**config.mk**
```make
export PLATFORM = sky130hd
export DESIGN_NAME = subblock_row_address_walker_top
export DESIGN_NICKNAME = d
export VERILOG_FILES = /design/src/hw/rtl/srw_pkg.sv /design/src/hw/rtl/srw_cfg_regs.sv /design/src/hw/rtl/srw_datapath.sv /design/src/hw/rtl/srw_ctrl.sv /design/src/hw/rtl/subblock_row_address_walker_top.sv
export SDC_FILE = /design/constraint.sdc
export NUM_CORES = 2
export LEC_CHECK = 0
export ABC_AREA = 0
export BUFFER_PORTS_ARGS = -buffer_cell sky130_fd_sc_hd__buf_2
export CORE_ASPECT_RATIO = 0.8
export CORE_UTILIZATION = 60
export DETAILED_ROUTE_END_ITERATION = 10
export PLACE_DENSITY = 0.77
export SKIP_LAST_GASP = 1
export SYNTH_ARGS = -nofsm -noshare
export SYNTH_HDL_FRONTEND = slang
export SYNTH_SLANG_ARGS = --single-unit
export TNS_END_PERCENT = 10
```
**constraint.sdc**
```tcl
create_clock -name clk -period 9.23 [get_ports clk]
set_clock_uncertainty 0.1 [all_clocks]
set_input_delay 0.4615 -clock clk [delete_from_list [all_inputs] [get_ports clk]]
set_output_delay 0.4615 -clock clk [all_outputs]
set_load 0.01 [all_outputs]
```
**src/hw/rtl/srw_pkg.sv**
```systemverilog
// Shared types, register codes and helpers for the sub-block row address walker.
// No dependencies; every other file in hw/rtl imports this package.
package srw_pkg;

  localparam int unsigned MAX_DIMS = 3;

  // Configuration register indexes
  typedef enum logic [2:0] {
    REG_DIM_COUNT      = 3'd0,
    REG_ELEMENT_BYTES  = 3'd1,
    REG_ARRAY_SIZE_X   = 3'd2,
    REG_ARRAY_SIZE_Y   = 3'd3,
    REG_ARRAY_ORIGIN_X = 3'd4,
    REG_ARRAY_ORIGIN_Y = 3'd5,
    REG_ARRAY_ORIGIN_Z = 3'd6
  } cfg_reg_t;

  // Input item modes
  localparam logic MODE_START = 1'b0;
  localparam logic MODE_NEXT  = 1'b1;

  typedef struct packed {
    logic        mode;
    logic        copy_in;
    logic [15:0] area_start_x;
    logic [15:0] area_start_y;
    logic [15:0] area_start_z;
    logic [15:0] area_end_x;
    logic [15:0] area_end_y;
    logic [15:0] area_end_z;
  } in_item_t;

  typedef struct packed {
    logic [31:0] array_byte_offset;
    logic [31:0] buffer_byte_offset;
    logic [21:0] row_bytes;
    logic        direction_in;
    logic        last_row;
  } out_item_t;

  typedef struct packed {
    logic [1:0]  dim_count;
    logic [6:0]  element_bytes;
    logic [15:0] array_size_x;
    logic [15:0] array_size_y;
    logic [15:0] array_origin_x;
    logic [15:0] array_origin_y;
    logic [15:0] array_origin_z;
  } cfg_t;

  // Controller to datapath commands
  typedef struct packed {
    logic start;    // latch a new area and its row size
    logic advance;  // step to the next row
    logic mul;      // row products, last mark
    logic sum1;     // x plus y term, z product
    logic sum2;     // add z term
    logic scale;    // scale element index to bytes
  } dp_cmd_t;

  typedef struct packed {
    logic walk_active;
  } dp_status_t;

  function automatic logic [1:0] dims_in_use(logic [1:0] dc);
    logic [1:0] d;
    d = dc;
    if (d == 2'd0) d = 2'd1;
    if (32'(d) > MAX_DIMS) d = 2'(MAX_DIMS);
    return d;
  endfunction

endpackage

```
**src/hw/rtl/srw_cfg_regs.sv**
```systemverilog
// Configuration register file of the row address walker.
// Depends on srw_pkg for the register codes and the cfg_t struct.
module srw_cfg_regs (
  input  logic          clk,
  input  logic          rst_n,
  input  logic          cfg_wr_en,
  input  logic [2:0]    cfg_index,
  input  logic [15:0]   cfg_wdata,
  output srw_pkg::cfg_t cfg
);
  import srw_pkg::*;

  cfg_t cfg_r, cfg_nxt;

  always_comb begin
    cfg_nxt = cfg_r;
    if (cfg_wr_en) begin
      case (cfg_reg_t'(cfg_index))
        REG_DIM_COUNT:      cfg_nxt.dim_count      = cfg_wdata[1:0];
        REG_ELEMENT_BYTES:  cfg_nxt.element_bytes  = cfg_wdata[6:0];
        REG_ARRAY_SIZE_X:   cfg_nxt.array_size_x   = cfg_wdata;
        REG_ARRAY_SIZE_Y:   cfg_nxt.array_size_y   = cfg_wdata;
        REG_ARRAY_ORIGIN_X: cfg_nxt.array_origin_x = cfg_wdata;
        REG_ARRAY_ORIGIN_Y: cfg_nxt.array_origin_y = cfg_wdata;
        REG_ARRAY_ORIGIN_Z: cfg_nxt.array_origin_z = cfg_wdata;
        default: ;
      endcase
    end
  end

  always_ff @(posedge clk) begin
    if (!rst_n) begin
      cfg_r <= '{dim_count: 2'd1, element_bytes: 7'd1, array_size_x: 16'd1,
                 array_size_y: 16'd1, array_origin_x: 16'd0,
                 array_origin_y: 16'd0, array_origin_z: 16'd0};
    end else begin
      cfg_r <= cfg_nxt;
    end
  end

  assign cfg = cfg_r;

endmodule

```
**src/hw/rtl/srw_datapath.sv**
```systemverilog
// Datapath of the row address walker: area bounds, row counters and the
// multi-cycle offset arithmetic. Depends on srw_pkg; driven by srw_ctrl.
module srw_datapath (
  input  logic                clk,
  input  logic                rst_n,
  input  srw_pkg::cfg_t       cfg,
  input  srw_pkg::in_item_t   in_data,
  input  srw_pkg::dp_cmd_t    cmd,
  output srw_pkg::dp_status_t status,
  output srw_pkg::out_item_t  out_data
);
  import srw_pkg::*;

  logic [15:0] lx_r, ybeg_r, yend_r, zend_r, y_r, z_r;
  logic [15:0] lx_nxt, ybeg_nxt, yend_nxt, zend_nxt, y_nxt, z_nxt;
  logic        dir_r, dir_nxt, last_r, last_nxt;
  logic        active_r, active_nxt;
  logic [31:0] buf_r, buf_nxt, arr_r, arr_nxt;
  logic [21:0] rowb_r, rowb_nxt;
  logic [31:0] prod_y_r, prod_y_nxt, sxsy_r, sxsy_nxt, prod_z_r, prod_z_nxt;
  logic [31:0] sum_r, sum_nxt, idx_r, idx_nxt;

  logic [1:0]  dims;
  logic [15:0] y_inc, z_inc, ext_in;
  logic [22:0] rowb_full;
  logic [47:0] prod_z_full;
  logic [38:0] scaled_full;
  logic        last_calc;

  always_comb begin
    dims        = dims_in_use(cfg.dim_count);
    y_inc       = y_r + 16'd1;
    z_inc       = z_r + 16'd1;
    ext_in      = in_data.area_end_x - in_data.area_start_x;
    rowb_full   = 23'(cfg.element_bytes) * 23'(ext_in);
    prod_z_full = 48'(z_r) * 48'(sxsy_r);
    scaled_full = 39'(idx_r) * 39'(cfg.element_bytes);
    last_calc   = (dims < 2'd2) ||
                  ((y_inc == yend_r) && ((dims < 2'd3) || (z_inc == zend_r)));
  end

  always_comb begin
    lx_nxt     = lx_r;
    ybeg_nxt   = ybeg_r;
    yend_nxt   = yend_r;
    zend_nxt   = zend_r;
    y_nxt      = y_r;
    z_nxt      = z_r;
    dir_nxt    = dir_r;
    buf_nxt    = buf_r;
    rowb_nxt   = rowb_r;
    last_nxt   = last_r;
    active_nxt = active_r;
    prod_y_nxt = prod_y_r;
    sxsy_nxt   = sxsy_r;
    prod_z_nxt = prod_z_r;
    sum_nxt    = sum_r;
    idx_nxt    = idx_r;
    arr_nxt    = arr_r;

    if (cmd.start) begin
      // translate global area to local coordinates; row size holds for the walk
      lx_nxt   = in_data.area_start_x - cfg.array_origin_x;
      ybeg_nxt = in_data.area_start_y - cfg.array_origin_y;
      yend_nxt = in_data.area_end_y - cfg.array_origin_y;
      zend_nxt = in_data.area_end_z - cfg.array_origin_z;
      y_nxt    = in_data.area_start_y - cfg.array_origin_y;
      z_nxt    = in_data.area_start_z - cfg.array_origin_z;
      dir_nxt  = in_data.copy_in;
      rowb_nxt = rowb_full[21:0];
      buf_nxt  = '0;
    end
    if (cmd.advance) begin
      // y steps first; on reaching its end it wraps and z advances
      if (y_inc == yend_r) begin
        y_nxt = ybeg_r;
        z_nxt = z_inc;
      end else begin
        y_nxt = y_inc;
      end
      buf_nxt = buf_r + 32'(rowb_r);
    end
    if (cmd.mul) begin
      prod_y_nxt = 32'(y_r) * 32'(cfg.array_size_x);
      sxsy_nxt   = 32'(cfg.array_size_x) * 32'(cfg.array_size_y);
      last_nxt   = last_calc;
      active_nxt = !last_calc;
    end
    if (cmd.sum1) begin
      sum_nxt    = 32'(lx_r) + ((dims >= 2'd2) ? prod_y_r : 32'd0);
      prod_z_nxt = prod_z_full[31:0];
    end
    if (cmd.sum2) begin
      idx_nxt = sum_r + ((dims >= 2'd3) ? prod_z_r : 32'd0);
    end
    if (cmd.scale) begin
      arr_nxt = scaled_full[31:0];
    end
  end

  always_ff @(posedge clk) begin
    if (!rst_n) begin
      active_r <= 1'b0;
    end else begin
      active_r <= active_nxt;
    end
  end

  always_ff @(posedge clk) begin
    lx_r     <= lx_nxt;
    ybeg_r   <= ybeg_nxt;
    yend_r   <= yend_nxt;
    zend_r   <= zend_nxt;
    y_r      <= y_nxt;
    z_r      <= z_nxt;
    dir_r    <= dir_nxt;
    buf_r    <= buf_nxt;
    rowb_r   <= rowb_nxt;
    last_r   <= last_nxt;
    prod_y_r <= prod_y_nxt;
    sxsy_r   <= sxsy_nxt;
    prod_z_r <= prod_z_nxt;
    sum_r    <= sum_nxt;
    idx_r    <= idx_nxt;
    arr_r    <= arr_nxt;
  end

  assign status.walk_active = active_r;

  assign out_data = '{array_byte_offset: arr_r, buffer_byte_offset: buf_r,
                      row_bytes: rowb_r, direction_in: dir_r, last_row: last_r};

endmodule

```
**src/hw/rtl/srw_ctrl.sv**
```systemverilog
// Controller of the row address walker: accepts items and sequences the
// datapath through its arithmetic steps. Depends on srw_pkg.
module srw_ctrl (
  input  logic                clk,
  input  logic                rst_n,
  input  logic                in_valid,
  output logic                in_ready,
  input  logic                in_mode,
  output logic                out_valid,
  input  logic                out_ready,
  input  srw_pkg::dp_status_t status,
  output srw_pkg::dp_cmd_t    cmd
);
  import srw_pkg::*;

  typedef enum logic [5:0] {
    ST_IDLE  = 6'b000001,
    ST_MUL   = 6'b000010,
    ST_SUM1  = 6'b000100,
    ST_SUM2  = 6'b001000,
    ST_SCALE = 6'b010000,
    ST_OUT   = 6'b100000
  } state_t;

  state_t state_r, state_nxt;
  logic   accept;

  assign in_ready  = (state_r == ST_IDLE);
  assign out_valid = (state_r == ST_OUT);
  assign accept    = in_valid && in_ready;

  always_comb begin
    state_nxt = state_r;
    cmd       = '0;
    case (state_r)
      ST_IDLE: begin
        if (accept) begin
          if (in_mode == MODE_START) begin
            cmd.start = 1'b1;
            state_nxt = ST_MUL;
          end else if (status.walk_active) begin
            cmd.advance = 1'b1;
            state_nxt   = ST_MUL;
          end
          // next without an active walk: drop it
        end
      end
      ST_MUL: begin
        cmd.mul   = 1'b1;
        state_nxt = ST_SUM1;
      end
      ST_SUM1: begin
        cmd.sum1  = 1'b1;
        state_nxt = ST_SUM2;
      end
      ST_SUM2: begin
        cmd.sum2  = 1'b1;
        state_nxt = ST_SCALE;
      end
      ST_SCALE: begin
        cmd.scale = 1'b1;
        state_nxt = ST_OUT;
      end
      ST_OUT: begin
        if (out_ready) state_nxt = ST_IDLE;
      end
      default: state_nxt = ST_IDLE;
    endcase
  end

  always_ff @(posedge clk) begin
    if (!rst_n) begin
      state_r <= ST_IDLE;
    end else begin
      state_r <= state_nxt;
    end
  end

endmodule

```
**src/hw/rtl/subblock_row_address_walker_top.sv**
```systemverilog
// Top level of the sub-block row address walker: configuration registers,
// controller and datapath. Depends on srw_pkg, srw_cfg_regs, srw_ctrl, srw_datapath.
//
//   channel  | ports                          | moves
//   ---------+--------------------------------+-----------------------------
//   input    | in_valid, in_ready, in_data    | start or next-row item
//   result   | out_valid, out_ready, out_data | one row descriptor
//   config   | cfg_wr_en, cfg_index, cfg_wdata| register write, no wait
//
// One item at a time. A start item or a next item of an active walk gives
// its row after acceptance (multiply, two adds, byte scaling, then the
// output register). A next item with no active walk is taken and dropped.
// Reset is synchronous and leaves no walk active; a stalled result holds
// until taken.
module subblock_row_address_walker_top (
  input  logic               clk,
  input  logic               rst_n,
  input  logic               in_valid,
  output logic               in_ready,
  input  srw_pkg::in_item_t  in_data,
  output logic               out_valid,
  input  logic               out_ready,
  output srw_pkg::out_item_t out_data,
  input  logic               cfg_wr_en,
  input  logic [2:0]         cfg_index,
  input  logic [15:0]        cfg_wdata
);
  import srw_pkg::*;

  cfg_t       cfg;
  dp_cmd_t    cmd;
  dp_status_t status;

  srw_cfg_regs u_cfg (
    .clk       (clk),
    .rst_n     (rst_n),
    .cfg_wr_en (cfg_wr_en),
    .cfg_index (cfg_index),
    .cfg_wdata (cfg_wdata),
    .cfg       (cfg)
  );

  srw_ctrl u_ctrl (
    .clk       (clk),
    .rst_n     (rst_n),
    .in_valid  (in_valid),
    .in_ready  (in_ready),
    .in_mode   (in_data.mode),
    .out_valid (out_valid),
    .out_ready (out_ready),
    .status    (status),
    .cmd       (cmd)
  );

  srw_datapath u_dp (
    .clk      (clk),
    .rst_n    (rst_n),
    .cfg      (cfg),
    .in_data  (in_data),
    .cmd      (cmd),
    .status   (status),
    .out_data (out_data)
  );

endmodule

```
==> out/metrics.sh <==
HP-CLASS='in2reg'
POWER.CLOCK.FRACTION=0.200
SYN_TO_FINAL_GROWTH_PCT=6.448
WIRE_LENGTH_ON_MET2_UM=69880
ENDPOINT_OF_THE_MOST_CRITICAL_SETUP_PATH='u_dp.prod_z_r[31]'
GRT_PASS1_WL_UM=255400
SYNTH.AVG_CELL_AREA_UM2=9.132
ROUTED-WL-MET3_UM=14190
INITIAL_UTILIZATION=0.6089
DETAILROUTE.VIA_COUNT=47250
FIN_CRIT_SH=0.7908
POST-SYNTH-TOP-AREA-CELL='fa_1'
DESIGN.FINAL.NETS=8345
WORST_PATH_BUFS_INVS=5
MAIN_COMBINATIONAL_CELL_FAMILY_BY_AREA_AFTER_SYNTHESIS='adder cells'
GRT_USAGE=0.3092
CLOCK_LATENCY_PS=640
WIRE_PER_INST_UM=19.16
POWER_PER_CELL_AREA_nW_PER_UM2=170.5
COMB_POWER_SHARE=0.566
WORST-SLEW-PIN-TRANSITION_PS=1246
HIGHEST_NET_FANOUT_ALONG_THE_WORST_PATH=22
SYNTHESIZED_NETLIST_NET_COUNT=8285
PORT_BUFFERS=211
MULTI_INPUT_COMB_AREA_UM2=44180
WORST-ENDPOINT-REQUIRED_PS=9490
MAXUSEDROUTINGLAYER='met5'
DRT_DRC_VIOLATIONS_LEFT=0
CELL_OCCURRING_MOST_OFTEN_ALONG_THE_WORST_TIMING_PATH='fa_1'
CRIT_SLOWEST_CELL='dfxtp_1'
NETSWITCHINGPOWER_mW=4.866
CP-STARTPOINT='u_dp.z_r[6]'
NUMBER_OF_INSTANCES_IN_THE_SYNTHESIZED_NETLIST=6751
AREA.SEQUENTIAL_UM2=12090
CRIT_PATH_MAX_INCR_DELAY_PS=1050
SYNTH_ENABLE_FLOP_CELLS=328
WORSTPATHCELLLIST='buf_4, and2_1, fa_1, inv_1, fa_1, fa_1, inv_1, fa_1, fa_1, inv_1, fa_1, inv_1, ha_1, or2_2, a21oi_1, a211oi_1, o41ai_1, a21oi_1, o21a_1, nor2_1, xnor2_1'
CRITICAL_PATH_ARRIVAL_PS=7560
CLK_PIN_SLEW_PS=60
REGISTER_BIT_COUNT_REPORTED_BY_YOSYS=440
MAX_CLOCK_FREQ_MHz=137.0
PLACEMENTROWS=104
PEAKVDDDROP_uV=564.4
CELL_AT_THE_ROOT_OF_THE_CLOCK_TREE='clkbuf_16'
MET1WIRELENGTH_UM=67040
WORST_SLEW_MARGIN_REL=0.1650
HPWLAFTERDP_UM=121700
GPL.FINAL_WEIGHTED_CONGESTION=0.9508
DRT-TOTAL-WL_UM=156800
FINALSETUPVIOLATIONS=0
WORST_SETUP_PATH_START_KIND='flip-flop'
YOSYS.CELL_TYPES.COUNT=84
DRT_ITER0_DRC=3935
POST_SYNTH_MAIN_AREA_CONTRIBUTORS='fa_1, edfxtp_1, ha_1, inv_1, nand2_1'
SYNTH_FA_HA_AREA_FRAC=0.3963
GRT_PASS1_VIAS=47960
RSZ_0062_RAISED_AFTER_GLOBAL_ROUTING='false'
DELAY_HEAVIEST_FAMILY_CP='adder cells'
SYNTHFLOPTYPE='edfxtp_1'
SEQUENTIALPOWERSHARE=0.234
CTS-BUFFERS-INSERTED=52
DIEAREA_UM2=104000
POST_SYNTH_AND_OR_NAND_NOR_AREA_FRACTION=0.1805
DIE_SPAN_X_UM=360.4
SYN_AREA_UM2=61650
DRT-PASS1-ITER-COUNT=6
SETUP.WORST_PATH.END_CLASS='flip-flop'
SYNTH-COMPOUND-AREA-SHARE=0.08727
FINAL_UTIL=0.6482
TIMING.MAX_CAP.VIOLATIONS=0
P_LEAK_nW=30.29
FF2FF_PATH_DEPTH=21
ANT_NETS=0
LAYOUT-DRIVE-GT1-SHARE=0.05981
FINAL_HOLD_VIOL_COUNT=0
CLOCK_PATH_BUFFERS=3
PIN_COUNT_OF_THE_BIGGEST_NET_ENTERING_GLOBAL_ROUTING=95
SYNTH_XOR_XNOR_AREA_SHARE=0.04960
DESIGN.CORE.AREA_UM2=101200
DRT-VIAS-PER-INSTANCE=5.773
WORSTREG2REGSTART='u_dp.z_r[6]'
STATUS='completed'
SETUP.REG_TO_REG.WORST_SLACK_PS=1930
TIMING_MAX_TRANSITION_VIOLATIONS_FINAL=0
FINALHOLDWORSTSLACK_PS=147.2
FIN_CRIT_PS=7299
SYNTHARSTFLOPSHARE=0
CRITPATHKIND='reg2reg'
FILL_CELLS=8118
GR-TOTAL-OVERFLOW=0
SYNTH_WARNINGS=0
SUM_OF_NEGATIVE_SETUP_SLACK_PS=0
SYNTHDOMINANTCELLAREASHARE=0.2926
INITIAL_ANTENNA_VIOLATION_COUNT=5
DIE_Y_UM=288.7
SWITCHING_SHARE=0.4349
WORST_R2R_ENDPOINT='u_dp.prod_z_r[31]'
POST_SYNTHESIS_MUX_AREA_SHARE=0.002598
CLKSINKCOUNT=440
POWER_REPORT.INTERNAL_TOTAL_mW=6.322
POST_CTS_BUFFERS=0
H_TREE_LEVEL_COUNT=2
CTS_TREE='built'
DESIGN.PORTCOUNT=212
WORSTSETUPPATHDEPTH=21
SYNTH.YOSYS.SEQ_AREA_SHARE=0.1961
==> worst min-delay path, cell delays in order <==
cell and delay [ps]:
buf_2 220, nand2_1 90, a21boi_0 70
==> layout make-up <==
type,instances,area share
flip-flops and latches,440,0.1843
clock inverters,35,0.006311
clock buffers,63,0.02156
multi-input cells,4889,0.6732
well taps,1325,0.02526
repair buffers,270,0.02288
diodes,5,0.0001907
inverters,1158,0.06628
==> worst min-delay path by stage <==
| stage | from | end | slack (ps) | cells after the start |
|---|---|---|---|---|
| floorplan | u_cfg.cfg[18] | u_cfg.cfg[18] | 340 | 2 |
| global placement | u_cfg.cfg[64] | u_cfg.cfg[64] | 350 | 2 |
| detailed placement | u_cfg.cfg[26] | u_cfg.cfg[26] | 360 | 2 |
| CTS | cfg_wdata[9] | u_cfg.cfg[73] | 110 | 3 |
| global route | cfg_wdata[5] | u_cfg.cfg[53] | 150 | 3 |
| finish | cfg_wdata[9] | u_cfg.cfg[73] | 150 | 3 |
==> synth_stat cells (7+ instances only) <==
cell type  count
nand3_1       85
and4_1        10
a21boi_0     106
o22ai_1        7
dfxtp_1      112
buf_1         16
xor2_1        95
o21a_1        61
a221oi_1       7
o21ai_0      147
xnor2_1      236
and3_1        64
a31o_2         9
clkbuf_1     234
o211ai_1      20
nand2b_1      42
and2_1       519
or3_1         40
a211o_1        7
mux2i_1       16
nor3b_1       15
or2_2         14
nor3_1        89
nand4_1       26
nand2_1     1078
nor2b_1       63
inv_1       1158
o31ai_1       24
nor2_1       226
a21oi_1      190
ha_1         511
edfxtp_1     328
nor4_1        15
a31oi_1       23
o21bai_1      16
a21o_1        81
fa_1         901
a211oi_1      23
==> power groups by stage <==
| stage | clock [mW] | combinational [mW] | sequential (mW) |
|---|---|---|---|
| 3_3_place_gp | 0 | 6.13 | 2.64 |
| 5_1_grt | 2.34 | 7.15 | 2.62 |
| 4_1_cts | 2.26 | 6.28 | 2.61 |
| 6_report | 2.24 | 6.33 | 2.62 |
| 2_1_floorplan | 0 | 4.74 | 2.54 |
| 3_5_place_dp | 0 | 6.22 | 2.65 |
==> metal layers <==
metal / vias to the layer above / GRT usage
li1: 21510 / -
met1: 23480 / 0.4369
met2: 1975 / 0.4824
met3: 276 / 0.05508
met4: 2 / 0.1076
met5: - / 0
==> cell families (layout without fill, tap and decap cells) <==
logic type / count (synthesis) / in the layout
mux: 16 / 16
simple gates: 2313 / 2313
xor+xnor: 338 / 338
other cells: 0 / 5
buf+inv: 1422 / 1526
fa+ha+maj: 1412 / 1412
flops: 440 / 440
compound gates: 810 / 810
==> through the flow <==
step / power (mW) / setup WS (ps) / instance area [um2] / instances
2_1_floorplan: 7.273 / 2788 / 61650 / 6751
3_3_place_gp: 8.773 / 2216 / 63770 / 8081
3_5_place_dp: 8.863 / 1819 / 63770 / 8081
4_1_cts: 11.14 / 2087 / 65610 / 8180
5_1_grt: 12.11 / 1668 / 65610 / 8180
6_report: 11.19 / 1931 / 65620 / 8185
==> flip-flops by register name, summed over array words and instances, names as in the netlist <==
name	flops
u_dp.idx_r	32
u_dp.prod_z_r	32
u_dp.arr_r	32
u_ctrl.state_r	6
u_dp.rowb_r	22
u_dp.status	1
u_dp.z_r	16
u_dp.yend_r	16
u_dp.last_r	1
u_dp.sum_r	32
u_dp.zend_r	16
u_dp.dir_r	1
u_cfg.cfg	89
u_dp.prod_y_r	32
u_dp.buf_r	32
u_dp.ybeg_r	16
u_dp.y_r	16
u_dp.lx_r	16
u_dp.sxsy_r	32
==> cells in the final DEF, fill, tap and decap left out, types with 81 or more instances in the layout <==
cell,synthesis,final
nand3_1,85,85
inv_1,1158,1157
and2_1,519,519
nand2_1,1078,1078
dfxtp_1,112,111
a21boi_0,106,106
xor2_1,95,95
buf_2,4,211
nor2_1,226,226
nor3_1,89,88
a21o_1,81,81
fa_1,901,901
a21oi_1,190,190
ha_1,511,511
edfxtp_1,328,328
xnor2_1,236,236
o21ai_0,147,147
==> what timing repair did <==
action	in CTS	in global routing
endpoints found under the hold margin	1	0
hold buffers	1	0
setup endpoints to repair	0	0
gates resized for setup	0	0
Note: power is estimated with default switching activity, not from simulation.
